File: config.mk
export PLATFORM = sky130hd
export DESIGN_NAME = fdm_prep
export DESIGN_NICKNAME = d
export VERILOG_FILES = /design/src/sv/fdm_pkg.sv /design/src/sv/fdm_prep.sv
export SDC_FILE = /design/constraint.sdc
export NUM_CORES = 1
export LEC_CHECK = 0
export BUFFER_PORTS_ARGS = -buffer_cell sky130_fd_sc_hd__buf_2
export CAP_MARGIN = 15
export CORE_AREA = 4 4 97 136
export CTS_CLUSTER_SIZE = 16
export DETAILED_ROUTE_END_ITERATION = 10
export DIE_AREA = 0 0 101 140
export GPL_TIMING_DRIVEN = 0
export HOLD_SLACK_MARGIN = 0.03
export PLACE_DENSITY_LB_ADDON = 0.25
export SKIP_LAST_GASP = 1
export SYNTH_ARGS = -nofsm -noshare
export SYNTH_HDL_FRONTEND = slang
export SYNTH_SLANG_ARGS = --single-unit
File: constraint.sdc
create_clock -name clk -period 1.2 [get_ports clk]
set_clock_uncertainty 0.2 [all_clocks]
set_input_delay 0.06 -clock clk [delete_from_list [all_inputs] [get_ports clk]]
set_output_delay 0.06 -clock clk [all_outputs]
set_load 0.05 [all_outputs]
File: src/sv/fdm_pkg.sv
package fdm_pkg;

    // Default word width of the dividend and the quotient.
    localparam int FDM_DATA_WIDTH = 64;

    // Control that travels down the pipeline next to the data of one word.
    typedef struct packed {
        logic valid;
        logic neg;
        logic zero;
    } fdm_ctl_t;

endpackage

File: src/sv/fdm_prep.sv
module fdm_prep
    import fdm_pkg::*;
#(
    parameter int DATA_WIDTH = FDM_DATA_WIDTH
)
(
    input  logic                  clk,
    input  logic                  rst_n,
    input  logic                  adv,
    input  logic                  valid,
    input  logic [DATA_WIDTH-1:0] dividend,
    input  logic [DATA_WIDTH-2:0] divisor,
    output fdm_ctl_t              ctl,
    output logic [DATA_WIDTH-1:0] mag,
    output logic [DATA_WIDTH-2:0] div
);

    fdm_ctl_t              ctl_reg;
    fdm_ctl_t              ctl_next;
    logic [DATA_WIDTH-1:0] mag_reg;
    logic [DATA_WIDTH-1:0] mag_next;
    logic [DATA_WIDTH-2:0] div_reg;

    // The magnitude of the most negative dividend still fits as an unsigned word.
    always_comb
    begin
        ctl_next.valid = valid;
        ctl_next.neg   = dividend[DATA_WIDTH-1];
        ctl_next.zero  = (divisor == '0);
        mag_next       = dividend[DATA_WIDTH-1] ? ('0 - dividend) : dividend;
    end

    always_ff @(posedge clk or negedge rst_n)
    begin
        if (!rst_n)
        begin
            ctl_reg <= '0;
        end
        else if (adv)
        begin
            ctl_reg <= ctl_next;
        end
    end

    always_ff @(posedge clk)
    begin
        if (adv)
        begin
            mag_reg <= mag_next;
            div_reg <= divisor;
        end
    end

    assign ctl = ctl_reg;
    assign mag = mag_reg;
    assign div = div_reg;

endmodule

==> summary.txt, run 1 <==
run status: aborted with a tool error
Failed at: global routing (5_1_grt)
Run Error: [ERROR GRT-0232] Routing congestion too high. Check the congestion heatmap in the GUI.
DIE HEIGHT: 140 µm
Netlist Area Pre-Place: 0.00554 mm²
I/O Buffers: 259
largest family of logic cells by synthesized area: simple AND/OR/NAND/NOR gates
Async S/R FF share, synth: 2.31%
Seq/Total Area, Yosys: 70.2%
synth cell count leaders: edfxtp_1 (127), xnor2_1 (60), o31ai_1 (23)
syn nets: 485
total gr overflow: 223
dpl hpwl: 11.9 mm
synth top area cells: edfxtp_1 (69%), xnor2_1 (9.5%), o31ai_1 (3.1%)
CTS sink cnt: 130
worst endpoint type: register data pin
initial core utilization: 45.9%
total CTS buffers: 17
post-synthesis cell type count: 38
Root Buffer: clkbuf_16
largest net degree at the start of global routing: 70
count leader, synth: edfxtp_1
Mapped Avg Cell Area: 15.7 µm²
post-synth top area share: 68.8%
Crit. endpoint post-GRT repair: mag[53]$_DFFE_PP_/D
Synth Area in Adders: 0.226%
row cnt: 48
synthesized instance count: 353
synthesis-stage register bit count: 130
initial antenna violation count: 6
number of I/O pins: 261
Top FF cell, synth: edfxtp_1
Placer Congestion: 0.845
Synth area leader: edfxtp_1
mux contribution to synthesized area: 0.407%
synth warn: 0
Synth Area in Compound Gates: 7.68%
H-tree depth: 4
Synth Area in Simple Gates: 10.7%
Placed Area: 0.00737 mm²
Post-synth EDFFs: 127
DIE WIDTH: 101 µm
Total Routing Usage GR: 83.3%
CTS max path bufs: 2
post-synthesis xor/xnor area fraction: 9.64%
[stage by stage]
stage          instances  hold slack (ns)  setup slack (ns)  TNS [ns]  util (%)
4_1_cts              962           -0.348            -0.965    -68.53      91.2
3_5_place_dp         763           -0.331             -1.43    -80.43      61.0
3_3_place_gp         762           -0.339             -2.56   -254.29      60.7
2_1_floorplan        353           -0.436             -1.14    -40.50         -
[what timing repair did]
item                                    in CTS
hold endpoints to repair                   193
endpoints found under the setup margin     188
resized for setup                          354
pin swaps                                   38
buffers inserted                            36
hold buffers                               127
gates cloned                                 4
[routing by layer]
layer,track usage [%],GRT overflow
met5,11.7,0
met1,81.6,1
met2,96.6,123
met4,89.1,97
met3,72.1,2
[cells by family after synthesis]
kind of cell,Yosys count
AO/OA/AOI/OAI,53
XOR/XNOR,61
adder cells (fa/ha/maj),1
buffers and inverters,14
flip-flops,130
multiplexers,2
AND/OR/NAND/NOR,92
==> run 2, diff against run 1 <==
--- a/config.mk
+++ b/config.mk
@@ -7,13 +7,11 @@
 export LEC_CHECK = 0
 export BUFFER_PORTS_ARGS = -buffer_cell sky130_fd_sc_hd__buf_2
 export CAP_MARGIN = 15
-export CORE_AREA = 4 4 97 136
-export CTS_CLUSTER_SIZE = 16
+export CORE_AREA = 4 4 131 133
 export DETAILED_ROUTE_END_ITERATION = 10
-export DIE_AREA = 0 0 101 140
+export DIE_AREA = 0 0 135 137
 export GPL_TIMING_DRIVEN = 0
-export HOLD_SLACK_MARGIN = 0.03
-export PLACE_DENSITY_LB_ADDON = 0.25
+export PLACE_DENSITY_LB_ADDON = 0.15
 export SKIP_LAST_GASP = 1
 export SYNTH_ARGS = -nofsm -noshare
 export SYNTH_HDL_FRONTEND = slang
==> summary.txt, run 2 <==
max FFs per register: 64
dpl hpwl: 12.0 mm
Root Buffer: clkbuf_16
drt pass-1 iters: 4
RR Endpoint: ctl[2]
total die area: 0.0185 mm²
pre-CTS WS: -1.44 ns
mux contribution to synthesized area: 0.407%
synth top area cells: edfxtp_1 (69%), xnor2_1 (9.5%), o31ai_1 (3.1%)
vias in the first global route: 5538
register-to-register setup slack: -0.01 ns
commonest cells after routing, fill and taps aside: buf_6 (158), dlygate4sd3_1 (128), edfxtp_1 (127)
failing checks: hold timing, setup timing
total power: 0.0147 W
post-route cell area: 0.0115 mm²
Synth Area in Simple Gates: 10.7%
Peak Freq: 0.464 GHz
run status: complete, but fails checks
Layout Nets: 955
Vias: 5168
CP arrival: 2.11 ns
Placer Congestion: 0.833
Placed Area: 0.00745 mm²
largest family of logic cells by synthesized area: simple AND/OR/NAND/NOR gates
Layout area overhead: 108%
CTS max path bufs: 2
post-synthesis cell type count: 38
Worst Hold Class: input port to flop
synth warn: 0
I/O Buffers: 259
VDD IR max: 0.869 mV
Core Footprint: 0.0158 mm²
Mapped Avg Cell Area: 15.7 µm²
initial core utilization: 35.0%
syn nets: 485
Residual DRC: 0
Setup violations, final: 208
DIE HEIGHT: 137 µm
maximum fanout along the worst path: 5
clock slew at reported path FFs: 0.06 ns
critical path class: input port to flop
Synth area leader: edfxtp_1
Crit. End Element: flop
worst r2r path cells: 3
Netlist Area Pre-Place: 0.00554 mm²
Tmin final: 2.16 ns
Async S/R FF share, synth: 2.31%
synth cell count leaders: edfxtp_1 (127), xnor2_1 (60), o31ai_1 (23)
number of I/O pins: 261
Setup TNS: -39.50 ns
Final period util: 180%
initial antenna violation count: 2
largest net degree at the start of global routing: 43
WL final: 21.4 mm
max_cap viols: 0
# fillers: 953
Top FF cell, synth: edfxtp_1
LEAKAGE: 4.69 nW
Synth Area in Compound Gates: 7.68%
count leader, synth: edfxtp_1
Final WS setup: -0.956 ns
Slew @ Worst Pin: 1.15 ns
Synth Area in Adders: 0.226%
CP required: 1.15 ns
Core Util, Final: 73.0%
hold_sp: dividend[31]
power per standard cell area: 1280 mW/mm²
routed vias/inst: 4.91
hold slack: -0.0225 ns
post-synthesis xor/xnor area fraction: 9.64%
Max-Slew Margin vs Limit: 23.4%
total gr overflow: 0
row cnt: 46
CTS sink cnt: 130
DIE WIDTH: 135 µm
most common cell after layout, fill and taps aside: buf_6
hold depth: 4
clk_lat worst skew: 0.41 ns
synthesized instance count: 353
Fin. Hold Viols: 3
Seq/Total Area, Yosys: 70.2%
synthesis-stage register bit count: 130
Startpoint Class: input port
CTS tree: done
DR WL/cell: 20.3 µm
antenna-violating nets left: 0
post-synth top area share: 68.8%
Post-synth EDFFs: 127
Worst Hold End: mag[34]
Total Routing Usage GR: 21.8%
DR iter-0 viols: 179
unrepaired setup endpoints after global routing: true
H-tree depth: 4
RR Startpoint: ctl[2]
Max Slew Vio Count: 0
total CTS buffers: 17
layout cell share with drive strength beyond 1: 55.1%
global-route wire length before repair: 30.7 mm
==> run 2: how the worst max path moves through the flow <==
stage,start,endpoint,slack [ns],cells after the start
floorplan,dividend[41],mag[53],-1.14,6
global placement,adv,ctl[0],-2.49,5
detailed placement,dividend[41],mag[51],-1.44,6
CTS,dividend[33],mag[56],-0.93,7
global route,dividend[40],mag[53],-0.97,7
finish,dividend[40],mag[54],-0.96,7
==> run 2: where the power goes <==
| part | leakage [nW] | internal [W] | switching [W] |
|---|---|---|---|
| sequential | 1.28 | 0.00548 | 0.000203 |
| clock | 0.279 | 0.00309 | 0.00203 |
| combinational | 3.14 | 0.00162 | 0.00232 |
==> run 2: cell type report <==
cell class / instances / area (µm²) / share of cell area [%]
Antenna cell: 1 / 2.50 / 0.0217
Multi-Input combinational cell: 209 / 2450 / 21.2
Inverter: 5 / 18.8 / 0.163
Sequential cell: 130 / 3890 / 33.7
Buffer: 9 / 82.6 / 0.715
Timing Repair Buffer: 451 / 4250 / 36.8
Clock inverter: 14 / 156 / 1.35
Clock buffer: 18 / 429 / 3.72
Tap cell: 216 / 270 / 2.34
==> run 2: kinds of logic after synthesis <==
family / count (synthesis)
AO/OA/AOI/OAI: 53
XOR/XNOR: 61
adder cells (fa/ha/maj): 1
buffers and inverters: 14
flip-flops: 130
multiplexers: 2
AND/OR/NAND/NOR: 92
==> run 2: timing repair <==
item                       in CTS  in global routing
setup buffers                  35                 16
pin swaps                      29                 57
gates resized for setup       350                 63
hold buffers                  132                 69
setup endpoints to repair     186                309
gates cloned                    5                  1
hold endpoints to repair      198                 93
==> run 2: worst max-delay path, stage by stage <==
cell and delay (ns):
buf_6 0.09, or4_4 0.51, or4_4 0.51, buf_4 0.16
or3_4 0.41, o41ai_4 0.27, xnor2_1 0.10
==> run 2: routing by layer <==
layer	wire (µm)	GRT usage (%)	vias to the layer above	part of all wire [%]
met5	16	0	-	0.075
met4	692	7.17	2	3.2
met3	1720	7.32	44	8.0
met2	11200	39.8	224	53
met1	7720	23.8	2513	36
li1	-	-	2385	-
==> run 2: metrics by stage <==
stage	hold slack, ns	cells
floorplan	-0.436	353
global placement	-0.343	828
detailed placement	-0.342	829
CTS	-0.336	1033
global route	-0.00969	1053
finish	-0.0225	1053
Note: power is estimated with default switching activity, not from simulation.
