--- config.mk ---
export PLATFORM = sky130hd
export DESIGN_NAME = fdm_div_stage
export DESIGN_NICKNAME = d
export VERILOG_FILES = /design/src/sv/fdm_pkg.sv /design/src/sv/fdm_div_stage.sv
export SDC_FILE = /design/constraint.sdc
export NUM_CORES = 1
export LEC_CHECK = 0
export BUFFER_PORTS_ARGS = -buffer_cell sky130_fd_sc_hd__buf_2
export CAP_MARGIN = 10
export CORE_MARGIN = 5
export CORE_UTILIZATION = 54
export CTS_CLUSTER_SIZE = 40
export DETAILED_ROUTE_END_ITERATION = 12
export PLACE_DENSITY_LB_ADDON = 0.15
export RECOVER_POWER = 100
export SLEW_MARGIN = 40
export SYNTH_ARGS = -nofsm -noshare
export SYNTH_HDL_FRONTEND = slang
export SYNTH_SLANG_ARGS = --single-unit
--- constraint.sdc ---
create_clock -name clk -period 1.4 [get_ports clk]
set_input_delay 0.14 -clock clk [delete_from_list [all_inputs] [get_ports clk]]
set_output_delay 0.14 -clock clk [all_outputs]
set_load 0.05 [all_outputs]
--- src/sv/fdm_pkg.sv ---
package fdm_pkg;

    // Default word width of the dividend and the quotient.
    localparam int FDM_DATA_WIDTH = 64;

    // Control that travels down the pipeline next to the data of one word.
    typedef struct packed {
        logic valid;
        logic neg;
        logic zero;
    } fdm_ctl_t;

endpackage

--- src/sv/fdm_div_stage.sv ---
module fdm_div_stage
    import fdm_pkg::*;
#(
    parameter int DATA_WIDTH = FDM_DATA_WIDTH
)
(
    input  logic                  clk,
    input  logic                  rst_n,
    input  logic                  adv,
    input  fdm_ctl_t              ctl_in,
    input  logic [DATA_WIDTH-2:0] rem_in,
    input  logic [DATA_WIDTH-1:0] dq_in,
    input  logic [DATA_WIDTH-2:0] div_in,
    output fdm_ctl_t              ctl_out,
    output logic [DATA_WIDTH-2:0] rem_out,
    output logic [DATA_WIDTH-1:0] dq_out,
    output logic [DATA_WIDTH-2:0] div_out
);

    fdm_ctl_t              ctl_reg;
    logic [DATA_WIDTH-2:0] rem_reg;
    logic [DATA_WIDTH-2:0] rem_next;
    logic [DATA_WIDTH-1:0] dq_reg;
    logic [DATA_WIDTH-1:0] dq_next;
    logic [DATA_WIDTH-2:0] div_reg;
    logic [DATA_WIDTH-1:0] trial;
    logic [DATA_WIDTH-1:0] diff;
    logic                  fits;

    // One restoring step: the top dividend bit shifts into the partial remainder and
    // the new quotient bit shifts in at the bottom of the same word.
    always_comb
    begin
        trial = {rem_in, dq_in[DATA_WIDTH-1]};
        diff  = trial - {1'b0, div_in};
        fits  = (trial >= {1'b0, div_in});
        rem_next = fits ? diff[DATA_WIDTH-2:0] : trial[DATA_WIDTH-2:0];
        dq_next  = {dq_in[DATA_WIDTH-2:0], fits};
    end

    always_ff @(posedge clk or negedge rst_n)
    begin
        if (!rst_n)
        begin
            ctl_reg <= '0;
        end
        else if (adv)
        begin
            ctl_reg <= ctl_in;
        end
    end

    always_ff @(posedge clk)
    begin
        if (adv)
        begin
            rem_reg <= rem_next;
            dq_reg  <= dq_next;
            div_reg <= div_in;
        end
    end

    assign ctl_out = ctl_reg;
    assign rem_out = rem_reg;
    assign dq_out  = dq_reg;
    assign div_out = div_reg;

endmodule

==> flow_summary_export.csv, run 1 <==
group,metric,value,unit
floorplan,core.rowCount,51,
clocking,cts-root-buf,"clkbuf_16",
sta,worst_path_end_type,"register input",
clocking,cts_max_level,4,
logic_synthesis,ys_ff_latch,193,
run_status,last-stage-reached,"5_1_grt",
logic_synthesis,yosys.area.top_type_share,52.97,%
placed_design,numPortBuffers,388,
logic_synthesis,synth-async-reset-ratio,1.554,%
clocking,cts_buffers,17,
placed_design,dp_hpwl,29200,um
run_status,error_line,"[ERROR DPL-0038] Utilization greater than 100%, impossible to legalize",
logic_synthesis,yosysUniqueCellTypes,70,
placed_design,dp_slack,-1.638,ns
logic_synthesis,synthFlopType,"edfxtp_1",
logic_synthesis,syn_area,10770,sq um
logic_synthesis,syn_area_per_cell,10.88,sq um
logic_synthesis,synth_nets,1250,
sta,grt-worst-endpoint,"rem_out[13]$_DFFE_PP_/D",
floorplan,die_height,151.2,um
floorplan,die_w,151.2,um
floorplan,ioPinCount,389,
logic_synthesis,ys_warn_count,0,
logic_synthesis,synth_edf_count,190,
run_status,status,"stopped before the end",
logic_synthesis,synth.top_cells.by_area,"edfxtp_1 (53%), ha_1 (7.3%), nand2_1 (4.1%), a21oi_1 (3.8%), o21ai_0 (3.1%)",
floorplan,start_util,55.16,%
logic_synthesis,synthCells,990,
global_route,grt_max_degree,54,
clocking,clk_path_buf_depth,2,
placed_design,place.gp.congestion,0.9384,
logic_synthesis,synth_area_leader_cell,"edfxtp_1",
logic_synthesis,ys_seq_area_share,53.67,%
clocking,clock-sinks,193,
## per-stage QoR
| stage | utilization, % | std cells | instance area [sq um] | setup TNS, ns |
|---|---|---|---|---|
| 4_1_cts | 95.09 | 2101 | 18570 | -57.88 |
| 3_5_place_dp | 78.05 | 1894 | 15240 | -96.08 |
| 3_3_place_gp | 78.05 | 1894 | 15240 | -92.93 |
| 2_1_floorplan | - | 990 | 11000 | -69.62 |
## cell usage after synthesis (all sizes together), types with 4 or more instances
library cell,count
nand2b,8
nand4,16
inv,83
ha,63
xnor2,30
clkbuf,8
nand3,26
and2,10
nand2,117
nor3,12
o211ai,7
edfxtp,190
o31ai,5
a21oi,83
a211oi,9
or3,4
o21a,7
o21ai,95
o21bai,16
a31oi,11
o2111ai,4
xor2,24
nor2b,5
a21o,32
mux2,6
nor2,42
a311oi,4
buf,21
and3,12
## cell families after synthesis
| family | share of synthesized area (%) |
|---|---|
| fa+ha+maj | 7.505 |
| flops | 53.67 |
| mux | 0.6273 |
| compound gates | 17.39 |
| simple gates | 11.78 |
| xor+xnor | 4.391 |
| buf+inv | 4.635 |
## timing repair
| action | 4_1_cts |
|---|---|
| setup buffers | 26 |
| gates cloned | 10 |
| resized for setup | 214 |
| hold buffers | 140 |
| hold endpoints to repair | 142 |
| pin swaps | 59 |
| endpoints found under the setup margin | 64 |
==> inputs of run 2 (changes only) <==
- CORE_UTILIZATION: 54 -> 40
- CTS_CLUSTER_SIZE: 40 -> default
==> flow_summary_export.csv, run 2 <==
group,metric,value,unit
run_status,status,"finished, violations left",
run_status,violations,"negative setup slack",
clocking,cts_buffers,17,
logic_synthesis,ys_ff_latch,193,
logic_synthesis,synth_nets,1250,
final_layout,layout_commonest_cell,"buf_2",
logic_synthesis,ys_warn_count,0,
route,drtIter0Drc,624,
setup_path,cp_slowest_cell,"or4_4",
setup_path,crit_path_end_kind,"register",
final_layout,area_growth,82.75,%
clocking,path_clk_slew,0.08,ns
run,maxCapViolations,0,
power_and_ir_drop,power.static_leakage,8.804,nW
clocking,cts-root-buf,"clkbuf_16",
setup_path,cp_top_family,"simple AND/OR/NAND/NOR gates",
global_route,antenna_found_initial,2,
placed_design,numPortBuffers,388,
logic_synthesis,synth_edf_count,190,
setup_path,slowest_delay,0.57,ns
route,viasPerCell,5.127,
global_route,overflow,0,
logic_synthesis,yosysUniqueCellTypes,70,
floorplan,die_w,174.1,um
logic_synthesis,synth-async-reset-ratio,1.554,%
sta,tightest_slew,0.7015,ns
setup_path,critPathLaunchType,"input port",
final_layout,drive_above_1_share,53.65,%
sta,relSlewSlack,52.95,%
logic_synthesis,syn_area,10770,sq um
floorplan,ioPinCount,389,
final_layout,final_nets,2124,
sta,skew,0,ns
placed_design,place.gp.congestion,0.8907,
min_path,worst_hold_path_type,"in2reg",
floorplan,dieArea,30310,sq um
logic_synthesis,synth.top_cells.by_count,"edfxtp_1 (190), nand2_1 (117), a21oi_1 (82), inv_1 (82), o21ai_0 (66)",
final_layout,multiInputGateArea,5889,sq um
logic_synthesis,ys_seq_area_share,53.67,%
clocking,cts_max_level,4,
setup_path,crit_arrival,2.63,ns
global_route,met3_usage,5.394,%
final_layout,largest_reg_flops,64,
final_layout,mostFrequentLayoutCells,"buf_2 (352), buf_4 (306), edfxtp_1 (190)",
logic_synthesis,synthCells,990,
floorplan,core-area,26730,sq um
floorplan,start_util,40.30,%
logic_synthesis,syn_area_per_cell,10.88,sq um
logic_synthesis,synth.top_cells.by_area,"edfxtp_1 (53%), ha_1 (7.3%), nand2_1 (4.1%), a21oi_1 (3.8%), o21ai_0 (3.1%)",
route,routed_wl,42820,um
route,vias,11380,
setup_path,path_cells,"buf_8 -> inv_4 -> ha_4 -> nand4_1 -> or3_4 -> or4_4 -> a211oi_4 -> buf_4 -> nor3_4 -> o21ai_2 -> xnor2_2 -> o21ai_1",
global_route,grt_pass1_vias,11590,
global_route,gr-usage-met2,47.37,%
placed_design,place_inst,1981,
power_and_ir_drop,p_total,20.72,mW
floorplan,die_height,174.1,um
route,wl_per_cell,19.29,um
global_route,grt_max_degree,37,
route,drc_errors,0,
logic_synthesis,synth_area_leader_cell,"edfxtp_1",
global_route,grt_pass1_wl,62250,um
clocking,cts_tree,"built",
power_and_ir_drop,power.density,1053,nW/um^2
final_layout,seq_area,5781,sq um
sta,max_freq,409.7,MHz
sta,worst_slack,-1.041,ns
sta,period_minus_slack,2.441,ns
route,drt_pass1_iterations,7,
setup_path,cp_num_buf_inv,3,
setup_path,worst-setup-path-type,"in2reg",
logic_synthesis,synthFlopType,"edfxtp_1",
global_route,gr-max-usage-layer,"met2",
global_route,met1_usage,29.76,%
clocking,clk_path_buf_depth,2,
sta,final_hold_viol_count,0,
sta,rsz0062_at_grt,"true",
sta,drv_slew,0,
setup_path,critPathRequiredTime,1.59,ns
logic_synthesis,yosys.area.top_type_share,52.97,%
sta,period_share,174.3,%
placed_design,dp_hpwl,29340,um
final_layout,instances_no_fill,2220,
logic_synthesis,yosysMostFrequentCell,"edfxtp_1",
global_route,grtUsageTotal,25.79,%
sta,setup_viol,64,
clocking,clock_latency,0.44,ns
setup_path,cp_max_fo,3,
floorplan,core.rowCount,60,
final_layout,fillers,1844,
power_and_ir_drop,peakVddDrop,730.9,uV
route,ant_nets,0,
clocking,clock-sinks,193,
==> run 2: area by class of cell <==
| cell class | instances | area share, % |
|---|---|---|
| repair buffers | 882 | 33.62 |
| multi-input cells | 686 | 29.92 |
| flip-flops and latches | 193 | 29.37 |
| clock buffers | 18 | 2.180 |
| well taps | 341 | 2.168 |
| inverters | 83 | 1.824 |
| clock inverters | 14 | 0.8518 |
| repair inverters | 1 | 0.04450 |
| diodes | 2 | 0.02543 |
==> run 2: kinds of logic after synthesis <==
logic type | share of synthesized area (%)
and+or+nand+nor | 11.78
AOI/OAI and AO/OA | 17.39
DFF | 53.67
muxes | 0.6273
xor gates and xnor gates | 4.391
buffers and inverters | 4.635
adders and majority gates | 7.505
==> run 2: power breakdown <==
part / switching, mW / internal, mW / total (mW)
clock: 2.62 / 2.42 / 5.04
sequential: 0.170 / 7.10 / 7.27
combinational: 5.07 / 3.35 / 8.42
total: 7.86 / 12.9 / 20.7
==> run 2: layer usage <==
layer | vias to the layer above | part of all wire (%)
met1 | 5449 | 39
met4 | 0 | 3.3
met2 | 430 | 52
li1 | 5432 | -
met5 | - | 0
met3 | 71 | 5.9
==> run 2: what timing repair did <==
item | CTS | global route
cloned | 7 | 9
hold endpoints to repair | 142 | 10
hold buffers | 140 | 8
gates resized for setup | 241 | 145
pin swaps | 81 | 64
buffers inserted | 32 | 13
setup endpoints to repair | 64 | 64
==> run 2: path summary, 6_finish.rpt <==
| check | startpoint | end | slack [ns] | cells after the start |
|---|---|---|---|---|
| max reg2reg | ctl_out[2] | ctl_out[2] | 0.63 | 1 |
| min in group asynchronous | rst_n | ctl_out[1] | 0.56 | 3 |
| max in group asynchronous | rst_n | ctl_out[0] | 0.73 | 3 |
| min | rem_in[47] | rem_out[48] | 0.01 | 3 |
| min reg2reg | ctl_out[1] | ctl_out[1] | 0.52 | 1 |
| max | div_in[31] | rem_out[55] | -1.04 | 12 |
==> run 2: through the flow <==
stage | setup WS, ns | hold WS, ns | setup TNS, ns | util (%) | instance area [sq um]
floorplan | -1.184 | -0.1556 | -69.62 | - | 11000
global placement | -1.654 | -0.06312 | -92.83 | 57.74 | 15430
detailed placement | -1.706 | -0.06189 | -96.39 | 57.74 | 15430
CTS | -0.9921 | 0.001001 | -57.07 | 70.59 | 18860
global route | -1.117 | 0.003386 | -68.01 | 73.65 | 19680
finish | -1.041 | 0.01478 | -62.01 | 73.65 | 19680
==> run 2: worst min-delay path: cells and delay by family <==
| family | cells | cell delay [ns] |
|---|---|---|
| buffers and inverters | 1 | 0.09 |
| AOI/OAI and AO/OA | 1 | 0.06 |
| and+or+nand+nor | 1 | 0.05 |
No activity file was read; power rests on OpenSTA's default activity.
==> inputs of run 3 (changes only) <==
- CORE_ASPECT_RATIO: default -> 0.5
- CTS_BUF_LIST: default -> sky130_fd_sc_hd__clkbuf_16
- HOLD_SLACK_MARGIN: default -> 0.1
==> flow_summary_export.csv, run 3 (synthesized netlist as in run 2, its figures left out) <==
group,metric,value,unit
setup_path,r2r_cells,1,
floorplan,ioPinCount,389,
final_layout,largest_reg_flops,64,
final_layout,design_area,18840,sq um
final_layout,layout_commonest_cell,"buf_4",
run_status,violations,"negative setup slack",
placed_design,dp_hpwl,29320,um
global_route,overflow,0,
placed_design,post_dp_cell_area,15470,sq um
sta,period_share,173.8,%
clocking,cts_buffers,17,
setup_path,worst-setup-path-type,"in2reg",
floorplan,die_w,242.1,um
run,maxCapViolations,0,
floorplan,dieArea,30510,sq um
power_and_ir_drop,power.density,1074,nW/um^2
setup_path,slowest_delay,0.38,ns
power_and_ir_drop,power.static_leakage,8.484,nW
global_route,grt_pass1_wl,63140,um
route,ant_nets,0,
final_layout,final_core_util,71.15,%
sta,period_minus_slack,2.434,ns
floorplan,core-area,26490,sq um
clocking,clock_latency,0.45,ns
run_status,status,"finished, violations left",
global_route,grt_max_degree,38,
final_layout,mostFrequentLayoutCells,"buf_4 (294), clkbuf_2 (207), edfxtp_1 (190)",
sta,max_freq,410.9,MHz
setup_path,crit_arrival,2.64,ns
clocking,cts_max_level,4,
setup_path,crit_path_end_kind,"register",
sta,rsz0062_at_grt,"true",
power_and_ir_drop,peakVddDrop,805.0,uV
power_and_ir_drop,p_total,20.23,mW
clocking,path_clk_slew,0.08,ns
route,vias,11270,
setup_path,cp_max_fo,7,
clocking,clock-sinks,193,
sta,worst_slack,-1.034,ns
route,routed_wl,40720,um
route,drt_pass1_iterations,7,
setup_path,critPathRequiredTime,1.61,ns
sta,drv_slew,0,
placed_design,place.gp.congestion,0.8989,
global_route,grtUsageTotal,25.88,%
floorplan,die_height,126.0,um
sta,relSlewSlack,18.38,%
final_layout,fillers,2027,
setup_path,cp_slowest_cell,"a311oi_4",
setup_path,path_cells,"buf_8 -> inv_4 -> ha_4 -> fa_2 -> nand2b_4 -> a21oi_4 -> buf_6 -> o211ai_1 -> nand3_1 -> o2111ai_4 -> a311oi_4 -> nor2_8 -> buf_12 -> buf_12 -> buf_12 -> nand2_2 -> o21ai_2",
route,wl_per_cell,18.07,um
clocking,cts-root-buf,"clkbuf_16",
min_path,worst_hold_path_type,"in2reg",
final_layout,final_nets,2147,
final_layout,drive_above_1_share,44.21,%
sta,tns,-59.82,ns
min_path,hold_depth,3,
route,drtIter0Drc,607,
sta,final_hold_viol_count,0,
sta,tightest_slew,1.224,ns
global_route,grt_pass1_vias,11710,
sta,setup_viol,64,
floorplan,core.rowCount,42,
global_route,antenna_found_initial,3,
sta,skew,0,ns
placed_design,numPortBuffers,388,
floorplan,start_util,40.67,%
route,viasPerCell,5.000,
setup_path,critPathLaunchType,"input port",
final_layout,area_growth,74.96,%
clocking,cts_tree,"built",
route,drc_errors,0,
clocking,clk_path_buf_depth,2,
setup_path,crit_top_cell,"buf_12",
==> run 3: changes by cell type in the layout (fill, tap and decap cells not counted), sizes merged <==
cell | before | now
bufinv | 0 | 1
inv | 89 | 91
nor2 | 43 | 42
buf | 720 | 467
clkinv | 9 | 6
bufbuf | 0 | 1
dlygate4sd3 | 148 | 188
clkbuf | 32 | 268
diode | 2 | 1
==> run 3: cell type report <==
class                      count  area (sq um)  area share, %
antenna                        1         2.502        0.01328
clock buffer                  17         425.4          2.257
clock inverter                15         190.2          1.009
inverter                      83         336.6          1.786
multi-input combinational    685          5195          27.57
sequential                   193          5781          30.68
tap                          352         440.4          2.337
timing repair buffer         907          6474          34.35
==> run 3: worst paths after layout <==
kind / from / to / slack, ns
setup / recovery: dq_in[63] / rem_out[51] / -1.03
hold / removal: rem_in[28] / rem_out[29] / 0.12
setup reg to reg: ctl_out[1] / ctl_out[1] / 0.59
hold reg to reg: ctl_out[0] / ctl_out[0] / 0.54
max in group asynchronous: rst_n / ctl_out[0] / 0.69
min in group asynchronous: rst_n / ctl_out[2] / 0.56
==> run 3: per-layer routing <==
layer  global-route usage, %  share of wire [%]
met5                       0              0.059
met4                   6.939                1.9
met3                   5.525                5.1
met2                   46.00                 51
met1                   32.41                 42
==> run 3: metrics by stage <==
step | instances | worst slack, ns | hold WS [ns]
floorplan | 990 | -1.184 | -0.1556
global placement | 1995 | -1.777 | -0.06018
detailed placement | 1995 | -1.783 | -0.05948
CTS | 2243 | -1.009 | 0.1031
global route | 2253 | -1.149 | 0.1151
finish | 2253 | -1.034 | 0.1244
==> run 3: power by group <==
group          total, mW  switching (mW)  internal [mW]
logic               7.82            4.77           3.05
clock network       5.12            2.53           2.58
registers           7.30           0.197           7.10
total               20.2            7.50           12.7
==> run 3: what timing repair did <==
action / in CTS / in global routing
hold buffers: 188 / 0
endpoints found under the hold margin: 188 / 0
setup buffers: 25 / 9
pin swaps: 26 / 23
cloned: 3 / 0
endpoints found under the setup margin: 64 / 64
resized for setup: 91 / 51
==> run 3: critical path: cells and delay by family <==
kind / cells / cell delay (ns)
fa+ha+maj: 2 / 0.49
compound gates: 5 / 0.88
simple gates: 4 / 0.47
buf+inv: 6 / 0.65
